===== src/rtl/ssca_pkg.sv =====
// shared types, constants and class tables of the slab size class allocator
package ssca_pkg;

   localparam int PAGE_BYTES           = 4096;
   localparam int NUM_PAGES            = 64;
   localparam int NUM_CLASSES          = 7;
   localparam int SMALLEST_CLASS_BYTES = 8;
   localparam int HEADER_BYTES         = 16;
   localparam int LINK_BYTES           = 4;
   localparam int MAX_CLASS_BYTES      = SMALLEST_CLASS_BYTES << (NUM_CLASSES - 1);

   localparam int MAX_SLOTS   = (PAGE_BYTES - HEADER_BYTES) / (SMALLEST_CLASS_BYTES + LINK_BYTES);
   localparam int PAGE_SHIFT  = $clog2(PAGE_BYTES);
   localparam int PAGE_W      = $clog2(NUM_PAGES);
   localparam int NEXT_W      = PAGE_W + 1;
   localparam int SLOT_W      = $clog2(MAX_SLOTS + 1);
   localparam int CLS_W       = 3;
   localparam int LINK_ADDR_W = $clog2(NUM_PAGES * MAX_SLOTS);
   localparam int LINK_DEPTH  = NUM_PAGES * MAX_SLOTS;
   localparam int SZ_W        = 12;
   localparam int CB_W        = 12;
   localparam int WITHIN_W    = PAGE_SHIFT;
   localparam int RECIP_SHIFT = 20;
   localparam int RECIP_W     = 18;
   localparam int QUEUE_DEPTH = 4;
   localparam int QPTR_W      = $clog2(QUEUE_DEPTH);

   localparam int SLOTS_0 = (PAGE_BYTES - HEADER_BYTES) / ((SMALLEST_CLASS_BYTES << 0) + LINK_BYTES);
   localparam int SLOTS_1 = (PAGE_BYTES - HEADER_BYTES) / ((SMALLEST_CLASS_BYTES << 1) + LINK_BYTES);
   localparam int SLOTS_2 = (PAGE_BYTES - HEADER_BYTES) / ((SMALLEST_CLASS_BYTES << 2) + LINK_BYTES);
   localparam int SLOTS_3 = (PAGE_BYTES - HEADER_BYTES) / ((SMALLEST_CLASS_BYTES << 3) + LINK_BYTES);
   localparam int SLOTS_4 = (PAGE_BYTES - HEADER_BYTES) / ((SMALLEST_CLASS_BYTES << 4) + LINK_BYTES);
   localparam int SLOTS_5 = (PAGE_BYTES - HEADER_BYTES) / ((SMALLEST_CLASS_BYTES << 5) + LINK_BYTES);
   localparam int SLOTS_6 = (PAGE_BYTES - HEADER_BYTES) / ((SMALLEST_CLASS_BYTES << 6) + LINK_BYTES);
   localparam int SLOTS_7 = (PAGE_BYTES - HEADER_BYTES) / ((SMALLEST_CLASS_BYTES << 7) + LINK_BYTES);

   localparam int RECIP_0 = (1 << RECIP_SHIFT) / ((SMALLEST_CLASS_BYTES << 0) + LINK_BYTES);
   localparam int RECIP_1 = (1 << RECIP_SHIFT) / ((SMALLEST_CLASS_BYTES << 1) + LINK_BYTES);
   localparam int RECIP_2 = (1 << RECIP_SHIFT) / ((SMALLEST_CLASS_BYTES << 2) + LINK_BYTES);
   localparam int RECIP_3 = (1 << RECIP_SHIFT) / ((SMALLEST_CLASS_BYTES << 3) + LINK_BYTES);
   localparam int RECIP_4 = (1 << RECIP_SHIFT) / ((SMALLEST_CLASS_BYTES << 4) + LINK_BYTES);
   localparam int RECIP_5 = (1 << RECIP_SHIFT) / ((SMALLEST_CLASS_BYTES << 5) + LINK_BYTES);
   localparam int RECIP_6 = (1 << RECIP_SHIFT) / ((SMALLEST_CLASS_BYTES << 6) + LINK_BYTES);
   localparam int RECIP_7 = (1 << RECIP_SHIFT) / ((SMALLEST_CLASS_BYTES << 7) + LINK_BYTES);

   localparam logic OP_ALLOC = 1'b0;
   localparam logic OP_FREE  = 1'b1;

   localparam logic [1:0] ST_OK        = 2'd0;
   localparam logic [1:0] ST_TOO_LARGE = 2'd1;
   localparam logic [1:0] ST_NO_PAGE   = 2'd2;
   localparam logic [1:0] ST_BAD_ADDR  = 2'd3;

   typedef struct packed {
      logic        op;
      logic [15:0] request_size;
      logic [31:0] free_address;
   } req_type;

   typedef struct packed {
      logic [31:0] buffer_address;
      logic [1:0]  status;
      logic [15:0] class_allocated;
      logic [15:0] class_free;
   } rsp_type;

   typedef struct packed {
      logic             op;
      logic             too_large;
      logic             null_free;
      logic [CLS_W-1:0] cls;
      logic [31:0]      offset;
   } work_type;

   typedef struct packed {
      logic [CLS_W-1:0]  owner;
      logic [SLOT_W-1:0] head;
   } page_info_type;

   function automatic logic [CB_W-1:0] class_bytes(input logic [CLS_W-1:0] c);
      return CB_W'(SMALLEST_CLASS_BYTES << c);
   endfunction

   function automatic logic [SZ_W-1:0] slot_bytes(input logic [CLS_W-1:0] c);
      return SZ_W'((SMALLEST_CLASS_BYTES << c) + LINK_BYTES);
   endfunction

   function automatic logic [SLOT_W-1:0] class_slots(input logic [CLS_W-1:0] c);
      logic [SLOT_W-1:0] n;
      case (c)
         3'd0:    n = SLOT_W'(SLOTS_0);
         3'd1:    n = SLOT_W'(SLOTS_1);
         3'd2:    n = SLOT_W'(SLOTS_2);
         3'd3:    n = SLOT_W'(SLOTS_3);
         3'd4:    n = SLOT_W'(SLOTS_4);
         3'd5:    n = SLOT_W'(SLOTS_5);
         3'd6:    n = SLOT_W'(SLOTS_6);
         default: n = SLOT_W'(SLOTS_7);
      endcase
      return n;
   endfunction

   function automatic logic [RECIP_W-1:0] class_recip(input logic [CLS_W-1:0] c);
      logic [RECIP_W-1:0] r;
      case (c)
         3'd0:    r = RECIP_W'(RECIP_0);
         3'd1:    r = RECIP_W'(RECIP_1);
         3'd2:    r = RECIP_W'(RECIP_2);
         3'd3:    r = RECIP_W'(RECIP_3);
         3'd4:    r = RECIP_W'(RECIP_4);
         3'd5:    r = RECIP_W'(RECIP_5);
         3'd6:    r = RECIP_W'(RECIP_6);
         default: r = RECIP_W'(RECIP_7);
      endcase
      return r;
   endfunction

endpackage


===== src/rtl/ssca_front.sv =====
// request classification: size class, oversize, null free and pool offset
module ssca_front import ssca_pkg::*; (
   input  logic        req_valid,
   output logic        req_ready,
   input  req_type     req_payload,
   input  logic [31:0] page_base,
   input  logic        init_busy,
   output logic        push_valid,
   input  logic        push_ready,
   output work_type    push_data
);

   logic [CLS_W-1:0] cls;

   // smallest class that fits, size zero lands in class 0
   always_comb begin
      cls = CLS_W'(NUM_CLASSES - 1);
      for (int c = NUM_CLASSES - 1; c >= 0; c--) begin
         if ({4'd0, class_bytes(CLS_W'(c))} >= req_payload.request_size) begin
            cls = CLS_W'(c);
         end
      end
   end

   assign req_ready  = push_ready && !init_busy;
   assign push_valid = req_valid && !init_busy;

   always_comb begin
      push_data.op        = req_payload.op;
      push_data.too_large = req_payload.request_size > 16'(MAX_CLASS_BYTES);
      push_data.null_free = req_payload.free_address == 32'd0;
      push_data.cls       = cls;
      push_data.offset    = req_payload.free_address - page_base;
   end

endmodule


===== config.mk =====
export PLATFORM = sky130hd
export DESIGN_NAME = ssca_front
export DESIGN_NICKNAME = d
export VERILOG_FILES = /design/src/rtl/ssca_pkg.sv /design/src/rtl/ssca_front.sv
export SDC_FILE = /design/constraint.sdc
export NUM_CORES = 1
export LEC_CHECK = 0
export BUFFER_PORTS_ARGS = -buffer_cell sky130_fd_sc_hd__buf_2
export CAP_MARGIN = 20
export CELL_PAD_IN_SITES_DETAIL_PLACEMENT = 0
export CELL_PAD_IN_SITES_GLOBAL_PLACEMENT = 2
export CORE_MARGIN = 10
export CORE_UTILIZATION = 23
export DETAILED_ROUTE_END_ITERATION = 10
export PLACE_DENSITY = 0.86
export SYNTH_ARGS = -nofsm -noshare
export SYNTH_HDL_FRONTEND = slang
export SYNTH_SLANG_ARGS = --single-unit

===== constraint.sdc =====
create_clock -name vclk -period 4.9
set_clock_uncertainty 0.05 [all_clocks]
set_input_delay 1.47 -clock vclk [all_inputs]
set_output_delay 1.47 -clock vclk [all_outputs]
set_load 0.005 [all_outputs]

==> results.cfg <==
[worst_setup_path]
crit_end = push_data[12]
crit_path_end_kind = output port
worstPathMaxFanout = 3
crit_chain = buf_8, inv_4, ha_4, fa_2, nor2b_4, o2111ai_4, buf_6, a21oi_4, o32ai_4, or4b_1, o211ai_1, buf_2
cp_top_family = compound AO/OA/AOI/OAI gates
worstPathRequired_ns = 3.38
slowest_stage = or4b_1
critical_path_class = in -> out
crit_start = req_payload[0]
path_depth = 12
cpPeakStageDelay_ns = 0.45
cp-start-kind = primary input
crit_buf_inv = 4
crit_arrival_ns = 3.36

[floorplanning]
die-area_mm2 = 0.01403
num_rows = 35
fp.dieH_um = 118.5
core_mm2 = 0.009328
die_w_um = 118.5
io_pins = 124
initial_core_util = 0.2390

[synthesis]
yosysSeqAreaShare = 0
yosys-top-cells-area = ha_1, xnor2_1, a21oi_1, inv_1, nand2_1
syn_nets = 458
synthCells = 342
yosys-top-cells-count = inv_1, a21oi_1, ha_1
ys_warn_count = 0
synthAdderAreaFrac = 0.1829
synth_top_area_share = 0.1740
synth_top_area_cell = ha_1
yosysMostFrequentCell = inv_1
synth_compound_area_frac = 0.3389
syn_avg_cell_area_um2 = 6.519
synth_mux_area_frac = 0.004489
syn_area_mm2 = 0.002230
synth_top_family_by_area = compound AO/OA/AOI/OAI gates
synth_simple_gate_area_frac = 0.2761
synth_cell_type_count = 55
synth_xor_area_frac = 0.1061

[cells_and_area]
post-route-util = 0.3867
syn_to_final_growth_pct = 61.78
drive_above_1_share = 0.4311
nClkBuffers = 0
fin_nets = 619
diodes = 0
instances_no_fill = 630
seq_cell_count = 0
seqCellArea_um2 = 0

[route]
post_drt_wl_per_cell_um = 14.64
routed_wl_um = 9226
drc = 0
via_per_inst = 4.868
dr.first_iter.drc_count = 111
vias = 3067
firstDrtPassIters = 4
ant_nets = 0

[sta]
fin_ws_ns = 0.02284
finalHoldViolCount = 0
worst_pin_slew_ns = 0.4556
setup_viol = 0
fin_crit_sh = 0.9953
post-route-min-period_ns = 4.877
grt_setup_unrepaired = yes
slew_violations = 0
fmax_mhz = 205.0
relSlewSlack = 0.6935

[grt]
grt_pass1_wl_um = 14410
antenna_found_initial = 0
grt_pass1_vias = 3096
grt_remaining_overflow = 0
grt_max_degree = 9
grtUsageTotal = 0.1162

[power_and_ir_drop]
p_leak_uw = 0.001752
p_int_uw = 242.4
max-vdd-ir-drop_mv = 0.04641
power_frac_seq = 0
p_switching_uw = 246.7
power.total_uw = 489.2
swShare = 0.5044
clock_power_share = 0
powerDensity_mw_per_mm2 = 135.6
p_comb_frac = 1.000

[worst_hold_path]
hold_start = req_payload[48]
hold_path_class = in -> out

[flow_run]
cap_viol_max_count = 0

[placed_design]
dp_slack_ns = -0.1526
gp_congestion = 0.8110
hpwlAfterDp_um = 8110
dp.cells = 622
io_buffers = 122

[run_status]
status = complete, no violations

[clocking]
cts_hold_buf = 0
==> per-layer routing <==
layer  up-vias  track usage  wire, µm
met3         3      0.02285       672
met2       103       0.2083      4497
li1       1568            -         -
met1      1393       0.1481      4051
met5         -            0         0
met4         0    0.0007634         4
==> kinds of logic after synthesis <==
family	count (synthesis)
multiplexers	1
AO/OA/AOI/OAI	110
adder cells (fa/ha/maj)	32
AND/OR/NAND/NOR	119
XOR/XNOR	27
buffers and inverters	53
==> power groups by stage <==
stage / clock, µW / combinational (µW) / sequential, µW
3_3_place_gp: 0 / 442 / 0
5_1_grt: 0 / 541 / 0
2_1_floorplan: 0 / 243 / 0
4_1_cts: 0 / 454 / 0
3_5_place_dp: 0 / 445 / 0
6_report: 0 / 489 / 0
==> how the worst min path moves through the flow <==
stage | slack (ns) | to | cells past startpoint
floorplan | 2.92 | push_valid | 1
global placement | 2.89 | push_data[37] | 0
detailed placement | 2.89 | push_data[37] | 0
CTS | 2.89 | push_data[37] | 0
global route | 2.89 | push_data[37] | 0
finish | 2.89 | push_data[37] | 0
==> metrics by stage <==
step                cell area, µm²   TNS, ns  hold slack (ns)
finish                        3607         0            2.890
global route                  3607   -0.1861            2.890
CTS                           3322  -0.03533            2.890
detailed placement            3259   -0.7121            2.890
global placement              3259   -0.5395            2.890
floorplan                     2230         0            2.920
==> layout make-up <==
type               instances  area, µm²
fillers                 1053       5720
multi-input cells        289       2297
repair buffers           171      992.2
well taps                129      161.4
inverters                 41      156.4
==> timing repair <==
action	4_1_cts	5_1_grt
setup endpoints to repair	11	16
setup buffers	0	8
pin swaps	6	20
resized for setup	11	38
==> layout by cell type (no fill, tap or decap), types with 5 or more instances in the layout <==
| cell type | netlist | routed |
|---|---|---|
| ha_4 | 0 | 12 |
| o21a_1 | 5 | 5 |
| inv_1 | 41 | 38 |
| a31oi_1 | 6 | 5 |
| nor2_1 | 25 | 24 |
| o21ai_0 | 13 | 13 |
| a21o_1 | 10 | 10 |
| ha_1 | 31 | 17 |
| nand2_1 | 27 | 26 |
| buf_2 | 0 | 121 |
| o21bai_1 | 6 | 6 |
| nor3_1 | 9 | 9 |
| buf_4 | 1 | 48 |
| o211ai_1 | 6 | 6 |
| nand4_1 | 8 | 8 |
| nor4_1 | 10 | 9 |
| a21oi_2 | 1 | 7 |
| xor2_1 | 8 | 8 |
| nand2b_1 | 7 | 7 |
| nand3_1 | 10 | 10 |
| xnor2_1 | 19 | 18 |
| a21oi_1 | 33 | 26 |
Power figures use the tool's default switching activity.
