===== config.mk =====
export PLATFORM = sky130hd
export DESIGN_NAME = ssca_queue
export DESIGN_NICKNAME = d
export VERILOG_FILES = /design/src/rtl/ssca_pkg.sv /design/src/rtl/ssca_queue.sv
export SDC_FILE = /design/constraint.sdc
export NUM_CORES = 1
export LEC_CHECK = 0
export BUFFER_PORTS_ARGS = -buffer_cell sky130_fd_sc_hd__buf_2
export CELL_PAD_IN_SITES_DETAIL_PLACEMENT = 1
export CELL_PAD_IN_SITES_GLOBAL_PLACEMENT = 1
export CORE_MARGIN = 8
export CORE_UTILIZATION = 50
export CTS_CLUSTER_DIAMETER = 100
export CTS_CLUSTER_SIZE = 40
export DETAILED_ROUTE_END_ITERATION = 12
export GPL_ROUTABILITY_DRIVEN = 0
export PLACE_DENSITY = 0.77
export SYNTH_ARGS = -nofsm -noshare
export SYNTH_HDL_FRONTEND = slang
export SYNTH_SLANG_ARGS = --single-unit
export TNS_END_PERCENT = 50

===== constraint.sdc =====
create_clock -name clock -period 2.7 [get_ports clock]
set_input_delay 0.54 -clock clock [delete_from_list [all_inputs] [get_ports clock]]
set_output_delay 0.54 -clock clock [all_outputs]
set_load 0.03 [all_outputs]

===== src/rtl/ssca_pkg.sv =====
// shared types, constants and class tables of the slab size class allocator
package ssca_pkg;

   localparam int PAGE_BYTES           = 4096;
   localparam int NUM_PAGES            = 64;
   localparam int NUM_CLASSES          = 7;
   localparam int SMALLEST_CLASS_BYTES = 8;
   localparam int HEADER_BYTES         = 16;
   localparam int LINK_BYTES           = 4;
   localparam int MAX_CLASS_BYTES      = SMALLEST_CLASS_BYTES << (NUM_CLASSES - 1);

   localparam int MAX_SLOTS   = (PAGE_BYTES - HEADER_BYTES) / (SMALLEST_CLASS_BYTES + LINK_BYTES);
   localparam int PAGE_SHIFT  = $clog2(PAGE_BYTES);
   localparam int PAGE_W      = $clog2(NUM_PAGES);
   localparam int NEXT_W      = PAGE_W + 1;
   localparam int SLOT_W      = $clog2(MAX_SLOTS + 1);
   localparam int CLS_W       = 3;
   localparam int LINK_ADDR_W = $clog2(NUM_PAGES * MAX_SLOTS);
   localparam int LINK_DEPTH  = NUM_PAGES * MAX_SLOTS;
   localparam int SZ_W        = 12;
   localparam int CB_W        = 12;
   localparam int WITHIN_W    = PAGE_SHIFT;
   localparam int RECIP_SHIFT = 20;
   localparam int RECIP_W     = 18;
   localparam int QUEUE_DEPTH = 4;
   localparam int QPTR_W      = $clog2(QUEUE_DEPTH);

   localparam int SLOTS_0 = (PAGE_BYTES - HEADER_BYTES) / ((SMALLEST_CLASS_BYTES << 0) + LINK_BYTES);
   localparam int SLOTS_1 = (PAGE_BYTES - HEADER_BYTES) / ((SMALLEST_CLASS_BYTES << 1) + LINK_BYTES);
   localparam int SLOTS_2 = (PAGE_BYTES - HEADER_BYTES) / ((SMALLEST_CLASS_BYTES << 2) + LINK_BYTES);
   localparam int SLOTS_3 = (PAGE_BYTES - HEADER_BYTES) / ((SMALLEST_CLASS_BYTES << 3) + LINK_BYTES);
   localparam int SLOTS_4 = (PAGE_BYTES - HEADER_BYTES) / ((SMALLEST_CLASS_BYTES << 4) + LINK_BYTES);
   localparam int SLOTS_5 = (PAGE_BYTES - HEADER_BYTES) / ((SMALLEST_CLASS_BYTES << 5) + LINK_BYTES);
   localparam int SLOTS_6 = (PAGE_BYTES - HEADER_BYTES) / ((SMALLEST_CLASS_BYTES << 6) + LINK_BYTES);
   localparam int SLOTS_7 = (PAGE_BYTES - HEADER_BYTES) / ((SMALLEST_CLASS_BYTES << 7) + LINK_BYTES);

   localparam int RECIP_0 = (1 << RECIP_SHIFT) / ((SMALLEST_CLASS_BYTES << 0) + LINK_BYTES);
   localparam int RECIP_1 = (1 << RECIP_SHIFT) / ((SMALLEST_CLASS_BYTES << 1) + LINK_BYTES);
   localparam int RECIP_2 = (1 << RECIP_SHIFT) / ((SMALLEST_CLASS_BYTES << 2) + LINK_BYTES);
   localparam int RECIP_3 = (1 << RECIP_SHIFT) / ((SMALLEST_CLASS_BYTES << 3) + LINK_BYTES);
   localparam int RECIP_4 = (1 << RECIP_SHIFT) / ((SMALLEST_CLASS_BYTES << 4) + LINK_BYTES);
   localparam int RECIP_5 = (1 << RECIP_SHIFT) / ((SMALLEST_CLASS_BYTES << 5) + LINK_BYTES);
   localparam int RECIP_6 = (1 << RECIP_SHIFT) / ((SMALLEST_CLASS_BYTES << 6) + LINK_BYTES);
   localparam int RECIP_7 = (1 << RECIP_SHIFT) / ((SMALLEST_CLASS_BYTES << 7) + LINK_BYTES);

   localparam logic OP_ALLOC = 1'b0;
   localparam logic OP_FREE  = 1'b1;

   localparam logic [1:0] ST_OK        = 2'd0;
   localparam logic [1:0] ST_TOO_LARGE = 2'd1;
   localparam logic [1:0] ST_NO_PAGE   = 2'd2;
   localparam logic [1:0] ST_BAD_ADDR  = 2'd3;

   typedef struct packed {
      logic        op;
      logic [15:0] request_size;
      logic [31:0] free_address;
   } req_type;

   typedef struct packed {
      logic [31:0] buffer_address;
      logic [1:0]  status;
      logic [15:0] class_allocated;
      logic [15:0] class_free;
   } rsp_type;

   typedef struct packed {
      logic             op;
      logic             too_large;
      logic             null_free;
      logic [CLS_W-1:0] cls;
      logic [31:0]      offset;
   } work_type;

   typedef struct packed {
      logic [CLS_W-1:0]  owner;
      logic [SLOT_W-1:0] head;
   } page_info_type;

   function automatic logic [CB_W-1:0] class_bytes(input logic [CLS_W-1:0] c);
      return CB_W'(SMALLEST_CLASS_BYTES << c);
   endfunction

   function automatic logic [SZ_W-1:0] slot_bytes(input logic [CLS_W-1:0] c);
      return SZ_W'((SMALLEST_CLASS_BYTES << c) + LINK_BYTES);
   endfunction

   function automatic logic [SLOT_W-1:0] class_slots(input logic [CLS_W-1:0] c);
      logic [SLOT_W-1:0] n;
      case (c)
         3'd0:    n = SLOT_W'(SLOTS_0);
         3'd1:    n = SLOT_W'(SLOTS_1);
         3'd2:    n = SLOT_W'(SLOTS_2);
         3'd3:    n = SLOT_W'(SLOTS_3);
         3'd4:    n = SLOT_W'(SLOTS_4);
         3'd5:    n = SLOT_W'(SLOTS_5);
         3'd6:    n = SLOT_W'(SLOTS_6);
         default: n = SLOT_W'(SLOTS_7);
      endcase
      return n;
   endfunction

   function automatic logic [RECIP_W-1:0] class_recip(input logic [CLS_W-1:0] c);
      logic [RECIP_W-1:0] r;
      case (c)
         3'd0:    r = RECIP_W'(RECIP_0);
         3'd1:    r = RECIP_W'(RECIP_1);
         3'd2:    r = RECIP_W'(RECIP_2);
         3'd3:    r = RECIP_W'(RECIP_3);
         3'd4:    r = RECIP_W'(RECIP_4);
         3'd5:    r = RECIP_W'(RECIP_5);
         3'd6:    r = RECIP_W'(RECIP_6);
         default: r = RECIP_W'(RECIP_7);
      endcase
      return r;
   endfunction

endpackage


===== src/rtl/ssca_queue.sv =====
// short queue of classified requests between front and back
module ssca_queue import ssca_pkg::*; (
   input  logic     clock,
   input  logic     reset,
   input  logic     push_valid,
   output logic     push_ready,
   input  work_type push_data,
   output logic     pop_valid,
   input  logic     pop_ready,
   output work_type pop_data
);

   work_type          entry_ff [QUEUE_DEPTH];
   logic [QPTR_W-1:0] wr_ptr_ff, wr_ptr_in;
   logic [QPTR_W-1:0] rd_ptr_ff, rd_ptr_in;
   logic [QPTR_W:0]   count_ff, count_in;
   logic              push, pop;

   assign push_ready = count_ff != (QPTR_W + 1)'(QUEUE_DEPTH);
   assign pop_valid  = count_ff != '0;
   assign pop_data   = entry_ff[rd_ptr_ff];
   assign push       = push_valid && push_ready;
   assign pop        = pop_valid && pop_ready;

   always_comb begin
      wr_ptr_in = push ? wr_ptr_ff + 1'b1 : wr_ptr_ff;
      rd_ptr_in = pop ? rd_ptr_ff + 1'b1 : rd_ptr_ff;
      count_in  = count_ff;
      if (push && !pop) begin
         count_in = count_ff + 1'b1;
      end else if (pop && !push) begin
         count_in = count_ff - 1'b1;
      end
   end

   always_ff @(posedge clock) begin
      if (reset) begin
         wr_ptr_ff <= '0;
         rd_ptr_ff <= '0;
         count_ff  <= '0;
      end else begin
         wr_ptr_ff <= wr_ptr_in;
         rd_ptr_ff <= rd_ptr_in;
         count_ff  <= count_in;
      end
   end

   always_ff @(posedge clock) begin
      if (push) begin
         entry_ff[wr_ptr_ff] <= push_data;
      end
   end

endmodule


==> key figures <==
Clocking
  • Hold bufs inserted after CTS: 0
  • Resize count post-CTS: 0
  • Post-CTS Setup Inserts: 0
  • Clk Tree Root Cell: sky130_fd_sc_hd__clkbuf_16
  • Maximum number of buffers from clock root to sink: 2
  • # clock sinks: 161
  • TritonCTS clock tree: done
  • TritonCTS Buffers: 17
  • Clock edge transition at the registers on the reported setup and hold paths: 0.06 ns
  • Count of H-tree levels built during CTS: 4
  • Clock network latency to the later pin of the worst-skew pair: 0.42 ns

Drt
  • Vias after detailed routing: 2,761
  • Via density per instance: 5.44
  • DRC violations left: 0
  • WL final: 11,500 um
  • Wirelength per Cell: 22.7 um
  • Number of DRC markers in iteration 0: 204
  • Post-route antenna net violation count: 0
  • Number of iterations in the first detailed-routing pass: 4

STA
  • Worst rel slew slack: 70.7%
  • Clock period minus final worst setup slack: 2.55 ns
  • Setup Viol. Count Final: 0
  • Highest Clock Rate: 0.393 GHz
  • Aggregate negative setup slack: 0 ns
  • Share of the clock period used by the worst path after layout: between 90 and 100%
  • Unrepaired setup endpoints after global routing: no
  • Final hold violations: 0
  • Setup skew after layout: 0.0128 ns
  • Slew of the pin with the lowest slew margin: 0.434 ns
  • Final slew viol count: 0

Critical path
  • CP top delay family: flip-flops
  • Worst path slowest cell: sky130_fd_sc_hd__dfxtp_2
  • Critical path capture point type: output pin
  • Data arrival time at the worst-slack endpoint: 2.01 ns
  • Startpoint type of the worst setup path: flop
  • Type of the worst setup path: flop to output pin
  • List of cells traversed by the critical path: buf_12, mux4_2, buf_2
  • Critical path required time: 2.16 ns
  • Critical-path maximum fanout: 17
  • Worst stage delay on the critical path: 0.58 ns
  • Worst path buffer plus inverter count: 2

Synthesis
  • EDFF count, synth: roughly 150
  • Most frequent cells after synthesis: sky130_fd_sc_hd__edfxtp_1, sky130_fd_sc_hd__mux4_2, sky130_fd_sc_hd__dfxtp_1
  • Primary FF master, synth: sky130_fd_sc_hd__edfxtp_1
  • Count leader, synth: sky130_fd_sc_hd__edfxtp_1
  • Top post-synthesis cells by area: sky130_fd_sc_hd__edfxtp_1, sky130_fd_sc_hd__mux4_2, sky130_fd_sc_hd__dfxtp_1, sky130_fd_sc_hd__ha_1, sky130_fd_sc_hd__buf_12
  • Area fraction of the dominant cell type after synthesis: 76.5%
  • Async SR Flop Fraction: 0%
  • Number of instances in the synthesized netlist: 246
  • Synthesized net count: 294
  • Number of warning messages in the yosys log: 0
  • Mean area per synthesized cell: 24.2 um^2
  • Synth area leader: sky130_fd_sc_hd__edfxtp_1
  • Sequential cell area fraction in the yosys report: between 70% and 80%
  • Count of distinct cell types in the synthesized netlist: 24
  • Post-synthesis instance area: 0.00596 mm^2
  • Number of synthesized register bits: 161

Final layout
  • Area growth from synthesis to layout: 21.4%
  • Fraction of final layout cells with drive strength greater than 1: ~47%
  • Total non-filler cell area in the finished layout: 0.00724 mm^2
  • Layout fillers: 1,007
  • Final net count: 396
  • Antenna cell count: 0

Power
  • Post-layout total power: 7.76 mW
  • Power per cell area: 1070 mW/mm^2
  • Max rail drop VDD: roughly 0.5 mV
  • Leakage: 2.49 nW

Global route
  • All-layer global routing usage: between 10% and 20%
  • Global-route wire length before repair: about 18,000 um
  • Gr ovfl total: 0
  • Pin count of the biggest net entering global routing: 33
  • Initial antenna violation count: 0
  • Number of global-route vias before repair: around 3,100

Hold path
  • Class of the tightest hold or removal check: input pin to flop

Floorplanning
  • Number of core rows: 40
  • Die footprint: 0.0157 mm^2
  • Die width: 125 um
  • Initial cell density of the core: 50.5%
  • Ports placed on the boundary: ~80
  • Die Span Y: 125 um
  • Area inside the core boundary: 0.0118 mm^2

Placement
  • Count of port buffers added during placement: slightly above 80
  • Total half-perimeter wirelength after legalization and detailed placement: 7170 um
  • Placed standard-cell area: 0.00660 mm^2

Outcome
  • Status: finished clean

Flow run
  • Max_cap viols: 0
[metrics by stage]
stage               utilization (%)  cells  worst slack [ns]  hold WS (ns)
floorplan                         -    246             0.532         0.482
global placement               55.9    476             0.471         0.509
detailed placement             55.9    476             0.381         0.520
CTS                            61.3    508            0.0925         0.311
global route                   61.3    508            0.0448         0.321
finish                         61.3    508             0.153         0.336
[cells by family after synthesis]
| logic type | share of synthesized area [%] |
|---|---|
| DFF | 79.6 |
| muxes | 14.9 |
| and+or+nand+nor | 1.41 |
| buffers and inverters | 1.55 |
| adders and majority gates | 1.38 |
| AOI/OAI and AO/OA | 0.629 |
| xor gates and xnor gates | 0.587 |
[where the power goes]
part | switching (mW) | internal [mW]
logic | 1.23 | 0.797
registers | 0.138 | 3.04
clock network | 0.917 | 1.64
[final timing paths]
check | startpoint | to | slack [ns] | cells after the start
max reg2reg | count_ff[0] | count_ff[2] | 0.44 | 8
max | flop | pop_data[20] | 0.15 | 3
min reg2reg | wr_ptr_ff[1] | wr_ptr_ff[1] | 0.53 | 2
min | push_data[31] | entry_ff[1][31] | 0.34 | 1
[layer usage]
metal | vias to the layer above | track usage (%) | routed length, um
met4 | 0 | 5.59 | 118
met5 | - | 0 | 0
met2 | 88 | 24.8 | 5740
li1 | 1235 | - | -
met1 | 1428 | 19.0 | 4910
met3 | 10 | 6.03 | 773
[cell type report]
cell class                 instances  area, um^2  area share (%)
clock buffer                      18         429            5.93
clock inverter                    14         213            2.94
inverter                           3        11.3           0.156
multi-input combinational         73        1130            15.6
sequential                       161        4750            65.6
tap                              147         184            2.54
timing repair buffer              92         526            7.26
[cell usage in the layout (no fill, tap or decap), types with 4 or more instances in the layout]
cell type and n:
sky130_fd_sc_hd__and2_2 4, sky130_fd_sc_hd__buf_2 81, sky130_fd_sc_hd__buf_4 8, sky130_fd_sc_hd__bufinv_16 5
sky130_fd_sc_hd__clkbuf_16 17, sky130_fd_sc_hd__dfxtp_1 7, sky130_fd_sc_hd__edfxtp_1 152, sky130_fd_sc_hd__ha_1 5
sky130_fd_sc_hd__mux4_2 38, sky130_fd_sc_hd__nor2_1 8, sky130_fd_sc_hd__xor2_1 4
[flip-flops by register name (all words and copies together), names as in the netlist, named ones only]
name and cells:
entry_ff 152, count_ff 3, rd_ptr_ff 2, wr_ptr_ff 2
Power figures use the tool's default switching activity.
